$ cat src/rtl/core/lcdt_pkg.sv
// Shared types, codes and constants for the LCD line and mode timing controller.
// Used by every module of the block; depends on nothing else.

package lcdt_pkg;

  // Input command codes as they arrive on the bus.
  localparam logic [1:0] CMD_TICK  = 2'd0;
  localparam logic [1:0] CMD_WRITE = 2'd1;
  localparam logic [1:0] CMD_READ  = 2'd2;

  // Classified command kinds carried through the command queue.
  localparam logic [1:0] KIND_NOP  = 2'd0;
  localparam logic [1:0] KIND_TICK = 2'd1;
  localparam logic [1:0] KIND_WR   = 2'd2;
  localparam logic [1:0] KIND_RD   = 2'd3;

  // Register offsets from the base of the display register window.
  localparam logic [3:0] OFF_CTRL = 4'd0;
  localparam logic [3:0] OFF_STAT = 4'd1;
  localparam logic [3:0] OFF_SCY  = 4'd2;
  localparam logic [3:0] OFF_SCX  = 4'd3;
  localparam logic [3:0] OFF_LY   = 4'd4;
  localparam logic [3:0] OFF_LYC  = 4'd5;
  localparam logic [3:0] OFF_DMA  = 4'd6;
  localparam logic [3:0] OFF_BGP  = 4'd7;
  localparam logic [3:0] OFF_OBP0 = 4'd8;
  localparam logic [3:0] OFF_OBP1 = 4'd9;
  localparam logic [3:0] OFF_WY   = 4'd10;
  localparam logic [3:0] OFF_WX   = 4'd11;

  // Register select after decode.
  localparam logic [2:0] SEL_NONE = 3'd0;
  localparam logic [2:0] SEL_CTRL = 3'd1;
  localparam logic [2:0] SEL_STAT = 3'd2;
  localparam logic [2:0] SEL_LY   = 3'd3;
  localparam logic [2:0] SEL_LYC  = 3'd4;
  localparam logic [2:0] SEL_MISC = 3'd5;

  // Configuration register indexes.
  localparam logic [2:0] CFG_LINE_PERIOD    = 3'd0;
  localparam logic [2:0] CFG_FIRST_BLANK    = 3'd1;
  localparam logic [2:0] CFG_LINES_PER_FRM  = 3'd2;
  localparam logic [2:0] CFG_OAM_START      = 3'd3;
  localparam logic [2:0] CFG_XFER_START     = 3'd4;
  localparam int unsigned CFG_IDX_W  = 3;
  localparam int unsigned CFG_DATA_W = 10;

  // Configuration reset values.
  localparam logic [9:0] LINE_PERIOD_RST   = 10'd456;
  localparam logic [7:0] FIRST_BLANK_RST   = 8'd144;
  localparam logic [7:0] LINES_PER_FRM_RST = 8'd154;
  localparam logic [9:0] OAM_START_RST     = 10'd204;
  localparam logic [9:0] XFER_START_RST    = 10'd284;

  // Display modes.
  localparam logic [1:0] MODE_HBLANK = 2'd0;
  localparam logic [1:0] MODE_VBLANK = 2'd1;
  localparam logic [1:0] MODE_OAM    = 2'd2;
  localparam logic [1:0] MODE_XFER   = 2'd3;

  // Control and status bit positions.
  localparam int unsigned CTRL_ENABLE_BIT = 7;
  localparam int unsigned STAT_COINC      = 2;
  localparam int unsigned STAT_IE_HBLANK  = 3;
  localparam int unsigned STAT_IE_VBLANK  = 4;
  localparam int unsigned STAT_IE_OAM     = 5;
  localparam int unsigned STAT_IE_COINC   = 6;

  localparam logic [7:0] UNUSED_READ = 8'hFF;
  localparam logic [9:0] CYCLE_MAX   = 10'h3FF;

  // Misc register file and queue sizing.
  localparam int unsigned MISC_DEPTH = 8;
  localparam int unsigned MISC_IDX_W = $clog2(MISC_DEPTH);
  localparam int unsigned QDEPTH     = 2;
  localparam int unsigned QPTR_W     = $clog2(QDEPTH);
  localparam int unsigned QCNT_W     = $clog2(QDEPTH + 1);

  // Classified command handed from the front end to the execute stage.
  typedef struct packed {
    logic [1:0]            kind;
    logic [2:0]            sel;
    logic [MISC_IDX_W-1:0] slot;
    logic [7:0]            data;
    logic [7:0]            dt;
  } cmd_t;

  // One result item.
  typedef struct packed {
    logic [7:0] read_data;
    logic       vblank_irq;
    logic       stat_irq;
    logic       draw_line_valid;
    logic [7:0] draw_line_number;
    logic       frame_done;
    logic [1:0] current_mode;
  } res_t;

endpackage

$ cat src/rtl/core/lcdt_front.sv
// Front end: accepts input requests, decodes command and register offset,
// and holds them in a two-entry command queue. Depends on lcdt_pkg.

module lcdt_front (
  input  logic             clk,
  input  logic             rst_n,
  input  logic             in_push,
  input  logic [1:0]       in_cmd,
  input  logic [3:0]       in_reg_offset,
  input  logic [7:0]       in_write_data,
  input  logic [7:0]       in_tick_cycles,
  output logic             in_full,
  output logic             head_valid,
  output lcdt_pkg::cmd_t   head,
  input  logic             head_pop
);

  lcdt_pkg::cmd_t                   q_r [lcdt_pkg::QDEPTH];
  logic [lcdt_pkg::QPTR_W-1:0]      wr_ptr_r, wr_ptr_nxt;
  logic [lcdt_pkg::QPTR_W-1:0]      rd_ptr_r, rd_ptr_nxt;
  logic [lcdt_pkg::QCNT_W-1:0]      cnt_r, cnt_nxt;
  lcdt_pkg::cmd_t                   dec;
  logic [3:0]                       slot_full;
  logic                             push_ok;
  logic                             pop_ok;

  // Classify the command and resolve the register offset.
  always_comb begin
    dec      = '0;
    dec.data = in_write_data;
    dec.dt   = in_tick_cycles;
    slot_full = '0;
    case (in_cmd)
      lcdt_pkg::CMD_TICK:  dec.kind = lcdt_pkg::KIND_TICK;
      lcdt_pkg::CMD_WRITE: dec.kind = lcdt_pkg::KIND_WR;
      lcdt_pkg::CMD_READ:  dec.kind = lcdt_pkg::KIND_RD;
      default:             dec.kind = lcdt_pkg::KIND_NOP;
    endcase
    case (in_reg_offset)
      lcdt_pkg::OFF_CTRL: dec.sel = lcdt_pkg::SEL_CTRL;
      lcdt_pkg::OFF_STAT: dec.sel = lcdt_pkg::SEL_STAT;
      lcdt_pkg::OFF_LY:   dec.sel = lcdt_pkg::SEL_LY;
      lcdt_pkg::OFF_LYC:  dec.sel = lcdt_pkg::SEL_LYC;
      lcdt_pkg::OFF_SCY, lcdt_pkg::OFF_SCX: begin
        dec.sel   = lcdt_pkg::SEL_MISC;
        slot_full = in_reg_offset - lcdt_pkg::OFF_SCY;
      end
      lcdt_pkg::OFF_DMA, lcdt_pkg::OFF_BGP, lcdt_pkg::OFF_OBP0,
      lcdt_pkg::OFF_OBP1, lcdt_pkg::OFF_WY, lcdt_pkg::OFF_WX: begin
        // Misc slots continue after the two scroll registers.
        dec.sel   = lcdt_pkg::SEL_MISC;
        slot_full = in_reg_offset - (lcdt_pkg::OFF_DMA - 4'd2);
      end
      default: dec.sel = lcdt_pkg::SEL_NONE;
    endcase
    dec.slot = slot_full[lcdt_pkg::MISC_IDX_W-1:0];
  end

  // Queue control.
  assign in_full    = (cnt_r == lcdt_pkg::QCNT_W'(lcdt_pkg::QDEPTH));
  assign head_valid = (cnt_r != '0);
  assign head       = q_r[rd_ptr_r];
  assign push_ok    = in_push && !in_full;
  assign pop_ok     = head_pop && head_valid;

  always_comb begin
    wr_ptr_nxt = wr_ptr_r;
    rd_ptr_nxt = rd_ptr_r;
    cnt_nxt    = cnt_r;
    if (push_ok) begin
      wr_ptr_nxt = wr_ptr_r + 1'b1;
    end
    if (pop_ok) begin
      rd_ptr_nxt = rd_ptr_r + 1'b1;
    end
    if (push_ok && !pop_ok) begin
      cnt_nxt = cnt_r + 1'b1;
    end else if (pop_ok && !push_ok) begin
      cnt_nxt = cnt_r - 1'b1;
    end
  end

  always_ff @(posedge clk) begin
    if (!rst_n) begin
      wr_ptr_r <= '0;
      rd_ptr_r <= '0;
      cnt_r    <= '0;
    end else begin
      wr_ptr_r <= wr_ptr_nxt;
      rd_ptr_r <= rd_ptr_nxt;
      cnt_r    <= cnt_nxt;
    end
  end

  // Queue storage carries payload only.
  always_ff @(posedge clk) begin
    if (push_ok) begin
      q_r[wr_ptr_r] <= dec;
    end
  end

endmodule

$ cat src/rtl/core/lcdt_back.sv
// Back end: holds configuration and display registers, executes one queued
// command per cycle while the result queue has room and places its result
// in a two-entry result queue. Depends on lcdt_pkg.

module lcdt_back (
  input  logic                            clk,
  input  logic                            rst_n,
  input  logic                            cfg_we,
  input  logic [lcdt_pkg::CFG_IDX_W-1:0]  cfg_index,
  input  logic [lcdt_pkg::CFG_DATA_W-1:0] cfg_wdata,
  input  logic                            head_valid,
  input  lcdt_pkg::cmd_t                  head,
  output logic                            head_pop,
  input  logic                            out_pop,
  output logic                            out_empty,
  output lcdt_pkg::res_t                  out_res
);

  // Configuration registers.
  logic [9:0] line_period_r;
  logic [7:0] first_blank_r;
  logic [7:0] lines_per_frm_r;
  logic [9:0] oam_start_r;
  logic [9:0] xfer_start_r;

  // Display state.
  logic [7:0] ctrl_r, ctrl_nxt;
  logic [7:0] stat_r, stat_nxt;
  logic [7:0] ly_r, ly_nxt;
  logic [7:0] lyc_r, lyc_nxt;
  logic [7:0] misc_r [lcdt_pkg::MISC_DEPTH];
  logic [7:0] misc_nxt [lcdt_pkg::MISC_DEPTH];
  logic [9:0] cyc_r, cyc_nxt;
  logic [1:0] phase_r, phase_nxt;

  // Tick arithmetic.
  logic [10:0] cyc_sum;
  logic [10:0] cyc_left;
  logic [9:0]  cyc_sat;
  logic        line_adv;
  logic [7:0]  ly_inc;

  lcdt_pkg::res_t res;

  // Result queue.
  lcdt_pkg::res_t                 rq_r [lcdt_pkg::QDEPTH];
  logic [lcdt_pkg::QPTR_W-1:0]    rq_wr_r, rq_wr_nxt;
  logic [lcdt_pkg::QPTR_W-1:0]    rq_rd_r, rq_rd_nxt;
  logic [lcdt_pkg::QCNT_W-1:0]    rq_cnt_r, rq_cnt_nxt;
  logic                           rq_full;
  logic                           step;
  logic                           rq_pop_ok;

  assign rq_full  = (rq_cnt_r == lcdt_pkg::QCNT_W'(lcdt_pkg::QDEPTH));
  assign step     = head_valid && !rq_full;
  assign head_pop = step;

  // Cycle accumulation, line advance and saturation.
  assign cyc_sum  = {1'b0, cyc_r} + {3'b000, head.dt};
  assign line_adv = (cyc_sum >= {1'b0, line_period_r});
  assign cyc_left = line_adv ? (cyc_sum - {1'b0, line_period_r}) : cyc_sum;
  assign cyc_sat  = (cyc_left > {1'b0, lcdt_pkg::CYCLE_MAX}) ? lcdt_pkg::CYCLE_MAX
                                                             : cyc_left[9:0];
  assign ly_inc   = ly_r + 8'd1;

  // Execute the command at the head of the queue. The mode bits of the
  // status register follow the phase only when the phase is set, so a
  // written value stays until the phase is next set.
  always_comb begin
    ctrl_nxt  = ctrl_r;
    stat_nxt  = stat_r;
    ly_nxt    = ly_r;
    lyc_nxt   = lyc_r;
    misc_nxt  = misc_r;
    cyc_nxt   = cyc_r;
    phase_nxt = phase_r;
    res       = '0;
    case (head.kind)
      lcdt_pkg::KIND_WR: begin
        case (head.sel)
          lcdt_pkg::SEL_CTRL: ctrl_nxt = head.data;
          lcdt_pkg::SEL_STAT: stat_nxt = head.data;
          lcdt_pkg::SEL_LY:   ly_nxt   = head.data;
          lcdt_pkg::SEL_LYC:  lyc_nxt  = head.data;
          lcdt_pkg::SEL_MISC: misc_nxt[head.slot] = head.data;
          default: ;
        endcase
      end
      lcdt_pkg::KIND_RD: begin
        case (head.sel)
          lcdt_pkg::SEL_CTRL: res.read_data = ctrl_r;
          lcdt_pkg::SEL_STAT: res.read_data = stat_r;
          lcdt_pkg::SEL_LY:   res.read_data = ly_r;
          lcdt_pkg::SEL_LYC:  res.read_data = lyc_r;
          lcdt_pkg::SEL_MISC: res.read_data = misc_r[head.slot];
          default:            res.read_data = lcdt_pkg::UNUSED_READ;
        endcase
      end
      lcdt_pkg::KIND_TICK: begin
        if (ctrl_r[lcdt_pkg::CTRL_ENABLE_BIT]) begin
          if (line_adv) begin
            ly_nxt = ly_inc;
            // Coincidence uses the incremented count before the frame wrap.
            if (ly_inc == lyc_r) begin
              stat_nxt[lcdt_pkg::STAT_COINC] = 1'b1;
              if (stat_r[lcdt_pkg::STAT_IE_COINC]) begin
                res.stat_irq = 1'b1;
              end
            end else begin
              stat_nxt[lcdt_pkg::STAT_COINC] = 1'b0;
            end
            if (ly_inc < first_blank_r) begin
              res.draw_line_valid  = 1'b1;
              res.draw_line_number = ly_r;
              phase_nxt            = lcdt_pkg::MODE_HBLANK;
              stat_nxt[1:0]        = lcdt_pkg::MODE_HBLANK;
              if (stat_r[lcdt_pkg::STAT_IE_HBLANK]) begin
                res.stat_irq = 1'b1;
              end
            end else if (ly_inc == first_blank_r) begin
              res.draw_line_valid  = 1'b1;
              res.draw_line_number = ly_r;
              res.vblank_irq       = 1'b1;
              res.frame_done       = 1'b1;
              phase_nxt            = lcdt_pkg::MODE_VBLANK;
              stat_nxt[1:0]        = lcdt_pkg::MODE_VBLANK;
              if (stat_r[lcdt_pkg::STAT_IE_VBLANK]) begin
                res.stat_irq = 1'b1;
              end
            end else if (ly_inc >= lines_per_frm_r) begin
              ly_nxt        = ly_inc - lines_per_frm_r;
              phase_nxt     = lcdt_pkg::MODE_HBLANK;
              stat_nxt[1:0] = lcdt_pkg::MODE_HBLANK;
              if (stat_r[lcdt_pkg::STAT_IE_HBLANK]) begin
                res.stat_irq = 1'b1;
              end
            end
          end
          cyc_nxt = cyc_sat;
          // Phase steps inside a visible line.
          if (phase_nxt != lcdt_pkg::MODE_VBLANK) begin
            if ((cyc_sat >= xfer_start_r) && (phase_nxt == lcdt_pkg::MODE_OAM)) begin
              phase_nxt     = lcdt_pkg::MODE_XFER;
              stat_nxt[1:0] = lcdt_pkg::MODE_XFER;
            end else if ((cyc_sat >= oam_start_r) &&
                         (phase_nxt == lcdt_pkg::MODE_HBLANK)) begin
              phase_nxt     = lcdt_pkg::MODE_OAM;
              stat_nxt[1:0] = lcdt_pkg::MODE_OAM;
              if (stat_r[lcdt_pkg::STAT_IE_OAM]) begin
                res.stat_irq = 1'b1;
              end
            end
          end
        end
      end
      default: ;
    endcase
    res.current_mode = phase_nxt;
  end

  // Configuration writes.
  always_ff @(posedge clk) begin
    if (!rst_n) begin
      line_period_r   <= lcdt_pkg::LINE_PERIOD_RST;
      first_blank_r   <= lcdt_pkg::FIRST_BLANK_RST;
      lines_per_frm_r <= lcdt_pkg::LINES_PER_FRM_RST;
      oam_start_r     <= lcdt_pkg::OAM_START_RST;
      xfer_start_r    <= lcdt_pkg::XFER_START_RST;
    end else if (cfg_we) begin
      case (cfg_index)
        lcdt_pkg::CFG_LINE_PERIOD:   line_period_r   <= cfg_wdata;
        lcdt_pkg::CFG_FIRST_BLANK:   first_blank_r   <= cfg_wdata[7:0];
        lcdt_pkg::CFG_LINES_PER_FRM: lines_per_frm_r <= cfg_wdata[7:0];
        lcdt_pkg::CFG_OAM_START:     oam_start_r     <= cfg_wdata;
        lcdt_pkg::CFG_XFER_START:    xfer_start_r    <= cfg_wdata;
        default: ;
      endcase
    end
  end

  // Display state update, one command per step.
  always_ff @(posedge clk) begin
    if (!rst_n) begin
      ctrl_r  <= '0;
      stat_r  <= '0;
      ly_r    <= '0;
      lyc_r   <= '0;
      cyc_r   <= '0;
      phase_r <= lcdt_pkg::MODE_HBLANK;
      for (int i = 0; i < lcdt_pkg::MISC_DEPTH; i++) begin
        misc_r[i] <= '0;
      end
    end else if (step) begin
      ctrl_r  <= ctrl_nxt;
      stat_r  <= stat_nxt;
      ly_r    <= ly_nxt;
      lyc_r   <= lyc_nxt;
      cyc_r   <= cyc_nxt;
      phase_r <= phase_nxt;
      misc_r  <= misc_nxt;
    end
  end

  // Result queue control.
  assign out_empty = (rq_cnt_r == '0);
  assign out_res   = rq_r[rq_rd_r];
  assign rq_pop_ok = out_pop && !out_empty;

  always_comb begin
    rq_wr_nxt  = rq_wr_r;
    rq_rd_nxt  = rq_rd_r;
    rq_cnt_nxt = rq_cnt_r;
    if (step) begin
      rq_wr_nxt = rq_wr_r + 1'b1;
    end
    if (rq_pop_ok) begin
      rq_rd_nxt = rq_rd_r + 1'b1;
    end
    if (step && !rq_pop_ok) begin
      rq_cnt_nxt = rq_cnt_r + 1'b1;
    end else if (rq_pop_ok && !step) begin
      rq_cnt_nxt = rq_cnt_r - 1'b1;
    end
  end

  always_ff @(posedge clk) begin
    if (!rst_n) begin
      rq_wr_r  <= '0;
      rq_rd_r  <= '0;
      rq_cnt_r <= '0;
    end else begin
      rq_wr_r  <= rq_wr_nxt;
      rq_rd_r  <= rq_rd_nxt;
      rq_cnt_r <= rq_cnt_nxt;
    end
  end

  always_ff @(posedge clk) begin
    if (step) begin
      rq_r[rq_wr_r] <= res;
    end
  end

endmodule

$ cat src/rtl/core/lcd_line_mode_timing_controller.sv
// Path: a pushed request is decoded into the command queue, executed from
// its head and registered into the result queue, which drives the result
// ports. Throughput: one request per cycle while the result queue has room.
// Reset: synchronous active-low rst_n empties both queues, clears the display
// registers and loads the configuration defaults.
// Top level; depends on lcdt_pkg, lcdt_front and lcdt_back.

module lcd_line_mode_timing_controller (
  input  logic                            clk,
  input  logic                            rst_n,
  input  logic                            in_push,
  output logic                            in_full,
  input  logic [1:0]                      in_cmd,
  input  logic [3:0]                      in_reg_offset,
  input  logic [7:0]                      in_write_data,
  input  logic [7:0]                      in_tick_cycles,
  output logic                            out_empty,
  input  logic                            out_pop,
  output logic [7:0]                      out_read_data,
  output logic                            out_vblank_irq,
  output logic                            out_stat_irq,
  output logic                            out_draw_line_valid,
  output logic [7:0]                      out_draw_line_number,
  output logic                            out_frame_done,
  output logic [1:0]                      out_current_mode,
  input  logic                            cfg_we,
  input  logic [lcdt_pkg::CFG_IDX_W-1:0]  cfg_index,
  input  logic [lcdt_pkg::CFG_DATA_W-1:0] cfg_wdata
);

  logic           head_valid;
  logic           head_pop;
  lcdt_pkg::cmd_t head;
  lcdt_pkg::res_t out_res;

  // Decode and command queue.
  lcdt_front u_front (
    .clk            (clk),
    .rst_n          (rst_n),
    .in_push        (in_push),
    .in_cmd         (in_cmd),
    .in_reg_offset  (in_reg_offset),
    .in_write_data  (in_write_data),
    .in_tick_cycles (in_tick_cycles),
    .in_full        (in_full),
    .head_valid     (head_valid),
    .head           (head),
    .head_pop       (head_pop)
  );

  // Execute and result queue.
  lcdt_back u_back (
    .clk        (clk),
    .rst_n      (rst_n),
    .cfg_we     (cfg_we),
    .cfg_index  (cfg_index),
    .cfg_wdata  (cfg_wdata),
    .head_valid (head_valid),
    .head       (head),
    .head_pop   (head_pop),
    .out_pop    (out_pop),
    .out_empty  (out_empty),
    .out_res    (out_res)
  );

  // Unpack the result item onto its ports.
  assign out_read_data        = out_res.read_data;
  assign out_vblank_irq       = out_res.vblank_irq;
  assign out_stat_irq         = out_res.stat_irq;
  assign out_draw_line_valid  = out_res.draw_line_valid;
  assign out_draw_line_number = out_res.draw_line_number;
  assign out_frame_done       = out_res.frame_done;
  assign out_current_mode     = out_res.current_mode;

endmodule

$ cat config.mk
export PLATFORM = sky130hd
export DESIGN_NAME = lcd_line_mode_timing_controller
export DESIGN_NICKNAME = d
export VERILOG_FILES = /design/src/rtl/core/lcdt_pkg.sv /design/src/rtl/core/lcdt_front.sv /design/src/rtl/core/lcdt_back.sv /design/src/rtl/core/lcd_line_mode_timing_controller.sv
export SDC_FILE = /design/constraint.sdc
export NUM_CORES = 1
export LEC_CHECK = 0
export BUFFER_PORTS_ARGS = -buffer_cell sky130_fd_sc_hd__buf_2
export CORE_MARGIN = 8
export CORE_UTILIZATION = 56
export DETAILED_ROUTE_END_ITERATION = 8
export PLACE_DENSITY = 0.77
export SYNTH_ARGS = -nofsm -noshare
export SYNTH_HDL_FRONTEND = slang
export SYNTH_SLANG_ARGS = --single-unit
$ cat constraint.sdc
create_clock -name clk -period 5.8 [get_ports clk]
set_input_delay 1.16 -clock clk [delete_from_list [all_inputs] [get_ports clk]]
set_output_delay 1.16 -clock clk [all_outputs]
set_load 0.01 [all_outputs]
==> summary.txt <==
Critical path
  • Worst Setup End Kind: flip-flop
  • Startpoint Class: flip-flop
  • CP Data Arrival Time: 5880 ps
  • CP max FO: 7
  • Worst path most repeated cell: ha_1
  • Critical-path top delay cell: a2111oi_1
  • CP Class: reg -> reg
  • Crit-path max cell delay: 440 ps
  • CP required: 6080 ps
  • Cells along the critical path: mux2_2 > ha_1 > inv_1 > fa_1 > nand2b_1 > a21oi_2 > nor2_1 > xnor2_2 > ha_1 > a21oi_1 > o21ai_0 > a41oi_2 > nand4_2 > a31oi_4 > o211ai_1 > ha_1 > a2111oi_1 > o21ai_1 > a221oi_2 > nor3_1 > a22o_1

Floorplan
  • Cell Rows: 55
  • Starting Density: 0.570
  • Die Span Y: 168 µm
  • Die W: 168 µm
  • Core ar.: 22600 µm²
  • Die area: 28100 µm²
  • I/O pin cnt: 64

Synthesis
  • Ys Warns: 0
  • Yosys cell types: 77
  • Synth area leaders: dfxtp_1, edfxtp_1, ha_1, a211oi_1, nand2_1
  • Post-Syn Area: 12900 µm²
  • Flops & latches, synth: 254
  • Mapped Cells: 1358
  • Yosys top cell area share: 0.255
  • Post-synth ARST share: 0
  • Register area share after synthesis: 0.465
  • EDFF count, synth: 90
  • Top cell type by total area after synthesis: dfxtp_1
  • Syn_area_per_cell: 9.47 µm²
  • Syn Nets: 1464
  • Synth Flop Type: dfxtp_1

GRT
  • First-pass GRT wire length: 51100 µm
  • Number of antenna violations at the first check in global routing: 0
  • Number of global-route vias before repair: 9904
  • Overall Global Routing Usage: 0.220
  • Remaining Overflow, GRT: 0
  • Largest net degree at the start of global routing: 72

Cells and area
  • Register area: 5990 µm²
  • Area occupied by multi-input gates: 6430 µm²
  • Fillcell total: 1821
  • Area Growth Syn to Fin: 12.7%
  • Net count, final: 1518
  • N_diodes: 0
  • Fraction of layout cells with a size suffix above 1: 0.154
  • Post-route cell area: 14500 µm²

CTS
  • Sink Count: 254
  • H-tree Lvls: 1
  • Number of CTS-inserted buffers: 27
  • Clk root buf: clkbuf_16
  • Worst-path clk slew: 60 ps
  • Clk_lat worst skew: 540 ps
  • CTS tree: yes
  • CTS max path bufs: 3
  • Hold_buf cts: 0

Placed design
  • GPL Wtd Cong: 0.956
  • Number of I/O port buffers: 63
  • Post-DP Area: 13500 µm²
  • Placed wire-length estimate: 22200 µm

Timing
  • Final Hold Fails: 0
  • Worst hold margin: 457 ps
  • F_max: 179 MHz
  • Period utilisation layout: 0.965
  • Worst Tran Pin Value: 1230 ps
  • Slew Limit Fails: 0
  • Layout Skew: 15.2 ps
  • Slew HR: 0.182
  • Final Setup Violations: 0
  • Crit path time final: 5600 ps

Route
  • Routed Antenna Nets: 0
  • Vias per cell: 6.06
  • DRC: 0
  • Avg WL per Cell: 18.8 µm
  • Via count: 10.4k
  • DRT iter0 DRCs: 1020
  • Drt pass-1 iters: 5
  • Post-Route WL: 32400 µm

Flow run
  • Max-cap violation count: 0

Power
  • Max rail drop VDD: 406 µV
  • LEAKAGE: 5.49 nW
  • Pwr Density: 405 nW/µm²
  • Tot Pwr: 5.87 mW

Worst hold path
  • Hold/Removal Path Class: reg -> reg

Outcome
  • Status: complete, no violations
state kept, by name, indices dropped and copies added, names as in the netlist, 2 cells and up, named ones only:
register,flops
u_back.stat_r,8
u_back.rq_r,42
u_back.xfer_start_r,10
u_back.ly_r,8
u_front.q_r,48
u_front.cnt_r,2
u_back.line_period_r,10
u_back.ctrl_r,8
u_back.lyc_r,8
u_back.lines_per_frm_r,8
u_back.oam_start_r,10
u_back.phase_r,2
u_back.misc_r,64
u_back.first_blank_r,8
u_back.cyc_r,10
u_back.rq_cnt_r,2
final timing paths:
kind                               start                     end  slack [ps]  cells past startpoint
setup / recovery               flip-flop       u_back.rq_r[1][1]         200                     21
hold / removal    u_back.xfer_start_r[1]  u_back.xfer_start_r[1]         460                      2
setup reg to reg               flip-flop       u_back.rq_r[1][1]         200                     21
hold reg to reg   u_back.xfer_start_r[1]  u_back.xfer_start_r[1]         460                      2
synthesized netlist by cell type (17+ instances only):
cell,count
nand2_1,168
edfxtp_1,90
mux2i_1,27
xor2_1,17
dfxtp_1,164
nor2_1,146
inv_1,67
o21ai_0,59
ha_1,63
a211oi_1,93
xnor2_1,22
clkbuf_1,54
nand3_1,26
mux2_2,36
o211ai_1,31
a21oi_1,83
metal layers:
layer  wire (µm)  up-vias  global-route usage  share of wire
met5           0        -                   0              0
met4         756        0              0.0753          0.023
met3        2270       69              0.0353          0.070
met2       14800      379               0.350           0.46
met1       14600     4932               0.302           0.45
li1            -     5025                   -              -
power breakdown:
part / switching, mW / internal [mW]
clock network: 0.709 / 1.01
logic: 1.19 / 0.725
registers: 0.127 / 2.11
total: 2.03 / 3.85
cell type report:
class	count	share of cell area
multi-input cells	968	0.443
clock buffers	38	0.0529
flip-flops and latches	254	0.413
repair buffers	93	0.0394
inverters	68	0.0177
clock inverters	12	0.00881
well taps	285	0.0246
kinds of logic (layout without fill, tap and decap cells):
logic type                 Yosys count  after routing  synth area share
AOI/OAI and AO/OA                  368            368             0.193
buffers and inverters              136            211            0.0414
DFF                                254            254             0.465
xor gates and xnor gates            41             41            0.0301
adders and majority gates           66             66            0.0660
and+or+nand+nor                    429            429             0.151
muxes                               64             64            0.0536
stage by stage:
step | util | std cells | setup TNS, ps | setup slack, ps
after floorplan | - | 1358 | 0 | 80.9
after global placement | 0.598 | 1664 | 0 | 279
after detailed placement | 0.598 | 1664 | 0 | 74.4
after CTS | 0.638 | 1714 | 0 | 45.8
after global routing | 0.642 | 1718 | -247 | -85.9
final | 0.642 | 1718 | 0 | 204
repair_timing:
item	in CTS	in global routing
resized for setup	0	15
endpoints found under the setup margin	0	10
setup buffers	0	3
cell usage in the layout, fill, tap and decap left out, types with 12 or more instances in the layout:
master	instances
a211oi_1	92
a21oi_1	82
a31oi_1	13
and3_1	13
buf_2	63
buf_4	28
clkbuf_16	28
dfxtp_1	163
edfxtp_1	90
ha_1	62
inv_1	66
mux2_2	36
mux2i_1	24
nand2_1	168
nand3_1	26
nor2_1	144
nor2b_1	12
nor3_1	14
o211ai_1	31
o21ai_0	55
xnor2_1	21
xor2_1	17
critical path, delay by kind of cell, from the launching register on:
kind | cells | cell delay [ps]
compound gates | 10 | 2570
simple gates | 4 | 560
fa+ha+maj | 4 | 1360
mux | 1 | 240
xor+xnor | 1 | 160
buf+inv | 1 | 70
flops | 1 | 380
No activity file was read; power rests on OpenSTA's default activity.
